$ cat config.mk
export PLATFORM = sky130hd
export DESIGN_NAME = srpg_ram
export DESIGN_NICKNAME = d
export VERILOG_FILES = /design/src/design/srpg_ram.sv
export SDC_FILE = /design/constraint.sdc
export NUM_CORES = 2
export LEC_CHECK = 0
export BUFFER_PORTS_ARGS = -buffer_cell sky130_fd_sc_hd__clkbuf_2
export CAP_MARGIN = 20
export CORE_MARGIN = 2
export CORE_UTILIZATION = 31
export CTS_CLUSTER_SIZE = 10
export DETAILED_ROUTE_END_ITERATION = 8
export SYNTH_ARGS = -nofsm -noshare
export SYNTH_HDL_FRONTEND = slang
export SYNTH_SLANG_ARGS = --single-unit
$ cat constraint.sdc
create_clock -name clk -period 9 [get_ports clk]
set_clock_uncertainty 0.15 [all_clocks]
set_input_delay 0 -clock clk [delete_from_list [all_inputs] [get_ports clk]]
set_output_delay 0 -clock clk [all_outputs]
set_load 0.005 [all_outputs]
$ cat src/design/srpg_ram.sv
// Generic single-port-write, single-port-read RAM with registered read data.
// Holds the period tables; no dependencies.
module srpg_ram #(
    parameter int WIDTH  = 32,
    parameter int DEPTH  = 64,
    parameter int ADDR_W = $clog2(DEPTH)
) (
    input  logic              clk,
    input  logic              wr_en,
    input  logic [ADDR_W-1:0] wr_addr,
    input  logic [WIDTH-1:0]  wr_data,
    input  logic              rd_en,
    input  logic [ADDR_W-1:0] rd_addr,
    output logic [WIDTH-1:0]  rd_data
);

    logic [WIDTH-1:0] mem [DEPTH];
    logic [WIDTH-1:0] rd_data_reg;

    always_ff @(posedge clk)
    begin
        if (wr_en)
        begin
            mem[wr_addr] <= wr_data;
        end
        if (rd_en)
        begin
            rd_data_reg <= mem[rd_addr];
        end
    end

    assign rd_data = rd_data_reg;

endmodule

==> flow_summary.ini <==
[critical_path]
critPathKind = in2reg
worstPathMaxFanout = 102
cp-start-kind = input pin
cp.arrival_ps = 3810
cp.required_ps = 9390
worstSetupEndpointType = flop

[power]
cellPowerDensity_mw_per_mm2 = 218.1
max-vdd-ir-drop_mv = 0.1468
leakagePower_nw = 27.51

[placed_design]
portBuffers = 78
hpwlAfterDp_um = 112500
gp_congestion = 0.7905

[sta]
tns_ps = 0
slew_headroom = 0.1848
fmax_ghz = 0.2923
rsz0062_at_grt = no
final.period_utilization = 0.3801
worst_slew_pin_slew_ps = 1219
hold_viol_final = 0
min_period_ps = 3421
slew_violations = 0
finalSetupViolCount = 0

[logic_synthesis]
synthDistinctLibCells = 33
yosys_register_bits = 2080
syn_area_per_cell_um2 = 23.72
syn-cell-area_mm2 = 0.07884
synthFlopType = edfxtp_1
yosys.area.top_type = edfxtp_1
synth_top_area_frac = 0.7923
synth-edff-count = 2080
syn-instance-count = 3324
yosysWarningCount = 0
async_flop_share = 0
yosysSeqAreaShare = 0.7923
synthTopCellsByArea = edfxtp_1 79%, mux4_2 16%, mux2i_1 1.2%, o22ai_1 0.67%, nor2_1 0.65%
syn_nets = 3371

[floorplanning]
core-area_mm2 = 0.2535
start_util = 0.3110
rows = 185
die_h_um = 508.3
die_area_mm2 = 0.2584
die_w_um = 508.3
io_pins = 79

[hold_path]
hp-class = in2reg

[finish]
fillers = 22924
final_util = 0.3569
largest_reg_flops = 2048
syn_to_final_growth_pct = 14.73
num-nets-final = 3667
drive_above_1_share = 0.2923

[global_routing]
antenna_found_initial = 19
grt_max_degree = 121
grt_pass1_wl_um = 295800
grt_pass1_vias = 37885
grt-ovfl-total = 0
grtUsageTotal = 0.1627

[routing]
wire_per_inst_um = 30.24
drt_iter0_markers = 4851
vias_per_cell = 5.294
antenna_left = 0
vias = 37161
drc = 0
dr.pass1.iters = 6
routed_wl_um = 212300

[cts]
cts_setup_buffers = 0
cts_root_buf = clkbuf_16
h-tree-depth = 4
cts_sinks = 2080
hold_buffers = 40
clk_path_buf_depth = 3
clk_latency_ps = 850
cts_tree = done
cts.clk_slew.worst_paths_ps = 60
ctsResizeCount = 0
cts_buffers = 226

[job]
cap_violations = 0

[status]
status = finished clean
per-stage QoR:
| step | power (mW) | area [um2] | hold slack, ps | setup WS, ps | std cells |
|---|---|---|---|---|---|
| finish | 19.72 | 90450 | 72.23 | 5579 | 7020 |
| global route | 20.26 | 90430 | 92.43 | 5493 | 7011 |
| CTS | 19.89 | 90420 | 4.481 | 5729 | 7006 |
| detailed placement | 12.02 | 84120 | 264.0 | 4911 | 6718 |
| global placement | 12.00 | 84110 | 281.8 | 4818 | 6717 |
| floorplan | 11.49 | 78840 | -51.13 | 5690 | 3324 |
worst max-delay path, stage by stage:
cell,delay (ps)
dlygate4sd3_1,570
buf_8,380
buf_12,510
nor2b_1,620
a22oi_1,200
and3_1,230
o32ai_1,960
nor3_1,100
final cells by class:
class / instances / area (um2) / area share
Sequential cell: 2080 / 62460 / 0.6905
Multi-Input combinational cell: 1062 / 15970 / 0.1765
Clock buffer: 236 / 5757 / 0.06364
Tap cell: 3366 / 4212 / 0.04656
Timing Repair Buffer: 250 / 1881 / 0.02079
Clock inverter: 12 / 142.6 / 0.001577
Antenna cell: 14 / 35.03 / 0.0003873
cells by family (layout without fill, tap and decap cells):
kind of cell,count (synthesis),in the layout,share of synthesized area
DFF,2080,2080,0.7923
buffers and inverters,182,498,0.01124
muxes,637,637,0.1672
and+or+nand+nor,223,223,0.01260
other,0,14,0
AOI/OAI and AO/OA,202,202,0.01666
cell usage after synthesis, types with 12 or more instances:
cell type  instances
a21oi_1           62
a22oi_1           12
buf_1             21
buf_2             57
buf_4             25
clkbuf_1          74
edfxtp_1        2080
mux2i_1           93
mux4_2           544
nand2_1           26
nor2_1           137
nor2b_1           15
o221ai_1          27
o22ai_1           84
layer usage:
metal / share of wire / GRT usage / vias up
li1: - / - / 14781
met1: 0.40 / 0.2228 / 20275
met2: 0.49 / 0.2632 / 1810
met3: 0.082 / 0.02940 / 291
met4: 0.029 / 0.05141 / 4
met5: 0.00012 / 0 / -
final timing paths:
| check | startpoint | endpoint | cells past startpoint | slack [ps] |
|---|---|---|---|---|
| worst min-delay path | wr_addr[3] | mem[59][17]$_DFFE_PP_ | 3 | 70 |
| worst max register to register | mem[50][28]$_DFFE_PP_ | rd_data[28]$_DFFE_PP_ | 4 | 6250 |
| worst max-delay path | rd_addr[2] | rd_data[17]$_DFFE_PP_ | 8 | 5580 |
| worst min register to register | mem[12][4]$_DFFE_PP_ | rd_data[4]$_DFFE_PP_ | 4 | 680 |
layout by cell type (no fill, tap or decap), types with 6 or more instances in the layout:
master            n
a21oi_1          62
a22oi_1          12
a311oi_1          8
buf_4           127
clkbuf_1          7
clkbuf_16       229
clkbuf_2         74
diode_2          14
dlygate4sd3_1    40
edfxtp_1       2080
inv_6             6
mux2i_1          93
mux4_2          544
nand2_1          26
nand2b_1          8
nor2_1           75
nor2_4           62
nor2b_1          15
o221ai_1         27
o22ai_1          84
where the power goes:
part / internal, mW / switching [mW] / total (mW)
logic: 0.361 / 0.665 / 1.03
registers: 10.8 / 0.0363 / 10.8
clock network: 4.45 / 3.46 / 7.90
total: 15.6 / 4.16 / 19.7
No activity file was read; power rests on OpenSTA's default activity.
