File: src/design/srpg_pkg.sv
// Shared types, codes and sizes of the stepper ramp profile generator.
// Used by srpg_cfg, the core and the testbench; depends on nothing else.
package srpg_pkg;

    // Depth of the acceleration and deceleration period tables.
    localparam int TABLE_DEPTH = 64;
    localparam int TBL_AW      = $clog2(TABLE_DEPTH);
    // Ramp position must be able to hold TABLE_DEPTH itself.
    localparam int RAMP_W      = $clog2(TABLE_DEPTH + 1);

    localparam int PERIOD_W    = 32;
    localparam int STEPS_W     = 16;
    localparam int INDEX_W     = 6;
    localparam int MSTEP_W     = 21;
    localparam int SHIFT_W     = 3;
    localparam int LEN_W       = 7;
    localparam int MAX_SHIFT   = 5;

    localparam int CFG_IDX_W   = 3;
    localparam int CFG_DATA_W  = 7;

    localparam int IN_DATA_W   = 56;
    localparam int OUT_DATA_W  = 64;

    localparam logic [STEPS_W-1:0] FULL_STEP_MASK = 16'hffff;

    typedef enum logic [2:0] {
        MODE_LOAD_ACCEL = 3'd0,
        MODE_LOAD_DECEL = 3'd1,
        MODE_START      = 3'd2,
        MODE_TICK       = 3'd3,
        MODE_STOP       = 3'd4,
        MODE_LOCK       = 3'd5,
        MODE_UNLOCK     = 3'd6,
        MODE_UNUSED     = 3'd7
    } mode_t;

    typedef enum logic [2:0] {
        PH_INIT   = 3'd0,
        PH_HOLD   = 3'd1,
        PH_ACCEL  = 3'd2,
        PH_CONST  = 3'd3,
        PH_DECEL  = 3'd4,
        PH_PARKED = 3'd5
    } phase_t;

    typedef enum logic [CFG_IDX_W-1:0] {
        CFG_STEPPING_LOG2 = 3'd0,
        CFG_ACCEL_LENGTH  = 3'd1,
        CFG_DECEL_LENGTH  = 3'd2,
        CFG_DIRECTION     = 3'd3,
        CFG_HOLD_PRESENT  = 3'd4
    } cfg_index_t;

    // Configuration as seen by the datapath, lengths and shift already clamped.
    typedef struct packed {
        logic [SHIFT_W-1:0] shift;
        logic [RAMP_W-1:0]  accel_len;
        logic [RAMP_W-1:0]  decel_len;
        logic               direction;
        logic               hold_present;
    } cfg_t;

endpackage

File: src/design/srpg_cfg.sv
// Configuration register file of the ramp generator; clamps the stepping shift
// and the table lengths. Depends on srpg_pkg.
module srpg_cfg
    import srpg_pkg::*;
(
    input  logic                  clk,
    input  logic                  rst_n,
    input  logic                  wr_en,
    input  logic [CFG_IDX_W-1:0]  wr_index,
    input  logic [CFG_DATA_W-1:0] wr_data,
    output cfg_t                  cfg
);

    logic [SHIFT_W-1:0] stepping_reg;
    logic [LEN_W-1:0]   accel_len_reg;
    logic [LEN_W-1:0]   decel_len_reg;
    logic               direction_reg;
    logic               hold_present_reg;

    always_ff @(posedge clk or negedge rst_n)
    begin
        if (!rst_n)
        begin
            stepping_reg     <= '0;
            accel_len_reg    <= '0;
            decel_len_reg    <= '0;
            direction_reg    <= 1'b0;
            hold_present_reg <= 1'b0;
        end
        else if (wr_en)
        begin
            unique case (wr_index)
                CFG_STEPPING_LOG2: stepping_reg     <= wr_data[SHIFT_W-1:0];
                CFG_ACCEL_LENGTH:  accel_len_reg    <= wr_data[LEN_W-1:0];
                CFG_DECEL_LENGTH:  decel_len_reg    <= wr_data[LEN_W-1:0];
                CFG_DIRECTION:     direction_reg    <= wr_data[0];
                CFG_HOLD_PRESENT:  hold_present_reg <= wr_data[0];
                default:           ;
            endcase
        end
    end

    // A length beyond the table is taken as the full table.
    function automatic logic [RAMP_W-1:0] clamp_len(input logic [LEN_W-1:0] len);
        if (32'(len) > TABLE_DEPTH)
        begin
            return RAMP_W'(TABLE_DEPTH);
        end
        return RAMP_W'(len);
    endfunction

    always_comb
    begin
        cfg.shift        = (32'(stepping_reg) > MAX_SHIFT) ? SHIFT_W'(MAX_SHIFT)
                                                            : stepping_reg;
        cfg.accel_len    = clamp_len(accel_len_reg);
        cfg.decel_len    = clamp_len(decel_len_reg);
        cfg.direction    = direction_reg;
        cfg.hold_present = hold_present_reg;
    end

endmodule

File: config.mk
export PLATFORM = sky130hd
export DESIGN_NAME = srpg_cfg
export DESIGN_NICKNAME = d
export VERILOG_FILES = /design/src/design/srpg_pkg.sv /design/src/design/srpg_cfg.sv
export SDC_FILE = /design/constraint.sdc
export NUM_CORES = 1
export LEC_CHECK = 0
export BUFFER_PORTS_ARGS = -buffer_cell sky130_fd_sc_hd__buf_4
export CAP_MARGIN = 20
export CORE_UTILIZATION = 52
export DETAILED_ROUTE_END_ITERATION = 8
export GPL_TIMING_DRIVEN = 0
export MAX_ROUTING_LAYER = met4
export PLACE_DENSITY_LB_ADDON = 0.1
export SLEW_MARGIN = 20
export SYNTH_ARGS = -nofsm -noshare
export SYNTH_HDL_FRONTEND = slang
export SYNTH_SLANG_ARGS = --single-unit
File: constraint.sdc
create_clock -name clk -period 2 [get_ports clk]
set_clock_uncertainty 0.15 [all_clocks]
set_input_delay 0.1 -clock clk [delete_from_list [all_inputs] [get_ports clk]]
set_output_delay 0.1 -clock clk [all_outputs]
set_load 0.02 [all_outputs]
==> out/metrics.csv <==
stage;metric;value;unit
synth;syn_area;957;µm²
floorplan;core;0.00173;mm²
timing;maxSlewViolCount;0;
pwr;p_leak;0.633;nW
timing;period_minus_slack;1.33;ns
final_layout;area_delta_synth_final;38.7;%
grt;grt_pass1_vias;579;
synth;ys.flop_type;dfrtp_1;
grt;grt_max_degree;20;
clock_network;clockBufferDepth;2;
final_layout;fin_cells;132;
critical_path;cp_num_buf_inv;1;
clock_network;clkLatencyLatePin;0.29;ns
route;wirelength;1.70;mm
critical_path;cp.arrival;1.08;ns
route;wire_per_inst;12.8;µm
pwr;finalPower;0.00121;W
timing;period_share;0.667;
hold_path;min_to;direction_reg;
clock_network;clk_pin_slew;0.10;ns
synth;synthArstFlopShare;1.00;
critical_path;crit_type;flop to output pin;
timing;setup_violations;0;
floorplan;die_x;44.9;µm
floorplan;dieHeight;44.9;µm
synth;synth_edf_count;0;
hold_path;min_from;wr_en;
synth;synth_area_leaders;dfrtp_1, mux2_4, nor2b_1, mux2_1, nor4bb_2;
route;drtAntennaViolNets;0;
timing;hold_viol;0;
critical_path;timing.rr.end;accel_len_reg[6];
hold_path;hold_depth;3;
pwr;ir_worst_vdd;548;µV
place;dp_hpwl;1.21;mm
floorplan;io_pins;32;
synth;synthTopCellsByCount;dfrtp_1, mux2_4, nor2b_1;
critical_path;cp-end-kind;output pin;
status;run_status;completed;
synth;synth_most_common_cell;dfrtp_1;
critical_path;crit_family;flip-flops;
grt;grt_antenna_before_repair;0;
final_layout;layout-drive-gt1-share;0.523;
critical_path;crit_slowest_cell;dfrtp_1;
place;place_inst;120;
timing;grt_setup_unrepaired;no;
grt;gr-usage-all-layers;0.198;
floorplan;die_area;0.00202;mm²
synth;synthDistinctLibCells;13;
route;drc_errors;0;
critical_path;critPathLaunchType;flop;
route;dr.first_iter.drc_count;2;
synth;synth_seq_cells;19;
synth;syn_nets;77;
floorplan;rows;15;
critical_path;reg2reg_depth;1;
timing;worstMarginPinSlew;0.299;ns
route;drtPass1Iterations;2;
synth;syn_area_per_cell;15.0;µm²
final_layout;n_antenna_cell;0;
timing;slew_headroom;0.800;
clock_network;cts_setup_buffers;0;
clock_network;cts.sinks;19;
synth;synth_top_area_frac;0.497;
clock_network;cts_tree;yes;
clock_network;htree_levels;1;
synth;syn_inst;64;
grt;grt_overflow;0;
timing;max_freq;0.750;GHz
synth;yosysSeqAreaShare;0.497;
timing;fin_setup_tns;0;ns
hold_path;hold_class;input port to flop;
final_layout;finish.utilization;0.769;
final_layout;fin_nets;121;
synth;synth_warnings;0;
place;io_buffers;31;
critical_path;worstPathCellList;nor2b_1 -> buf_4;
critical_path;slowest_delay;0.49;ns
place;gp_congestion;0.706;
route;via_per_inst;4.86;
route;vias;642;
clock_network;cts-root-buf;clkbuf_4;
run;maxCapViolations;0;
pwr;power_density;911;mW/mm²
critical_path;crit_fanout;8;
synth;synth_largest_area_cell;dfrtp_1;
grt;grt_pass1_wl;2.60;mm
clock_network;cts_buffers;3;
critical_path;cp.required;1.75;ns
critical_path;reg2reg_from;accel_len_reg[6];
floorplan;start_util;0.554;
critical_path;r2r_setup_slack;0.96;ns
-- cell type report --
cell class | count | area (µm²)
Tap cell | 25 | 31.3
Clock buffer | 4 | 26.3
Buffer | 7 | 48.8
Timing Repair Buffer | 39 | 313
Fill cell | 125 | 399
Multi-Input combinational cell | 38 | 433
Sequential cell | 19 | 475
-- worst max-delay path by stage --
stage          slack, ns  depth (start not counted)              from                to
3_3_place_gp        0.68                          4       wr_index[0]  decel_len_reg[2]
2_1_floorplan       0.86                          3       wr_index[1]  accel_len_reg[0]
4_1_cts             0.64                          2  accel_len_reg[6]            cfg[9]
6_report            0.67                          2  accel_len_reg[6]            cfg[9]
3_5_place_dp        0.64                          4       wr_index[0]  decel_len_reg[4]
5_1_grt             0.59                          2  accel_len_reg[6]            cfg[9]
-- timing repair --
| item | CTS | global route |
|---|---|---|
| hold buffers | 8 | 0 |
| gates resized for setup | 0 | 0 |
| endpoints found under the hold margin | 38 | 0 |
-- per-stage QoR --
step	setup WS, ns	hold WS (ns)	area, µm²
final	0.667	0.0353	1330
after global routing	0.590	0.0222	1330
after CTS	0.639	0.0305	1330
after detailed placement	0.637	-0.165	1220
after global placement	0.682	-0.168	1220
after floorplan	0.863	-0.346	957
-- where the power goes --
part           internal [W]  switching (W)  leakage (nW)
logic              0.000279       0.000209         0.390
registers          0.000468      0.0000618         0.228
clock network     0.0000777       0.000114        0.0150
-- cells in the final DEF, fill, tap and decap left out --
cell type	instances
buf_4	33
dfrtp_1	19
clkbuf_4	3
mux2_1	4
nand4b_1	1
buf_6	2
mux2_4	14
dlygate4sd3_1	8
clkbuf_1	4
nor2b_1	13
mux2_2	1
a21o_1	1
nor4bb_2	2
and4bb_1	1
nor4b_4	1
-- logic make-up after synthesis --
group,share of synthesized area
mux,0.278
compound gates,0.00785
buf+inv,0.0510
flops,0.497
simple gates,0.166
-- metal layers --
layer  share of wire  vias to the layer above  track usage  wire, µm
met5               0                        -            -         0
met4           0.018                        0        0.109        31
met3           0.052                        4       0.0480        88
met2            0.51                       24        0.315       860
met1            0.42                      313        0.231       716
li1                -                      301            -         -
(Power assumes the default switching activity.)
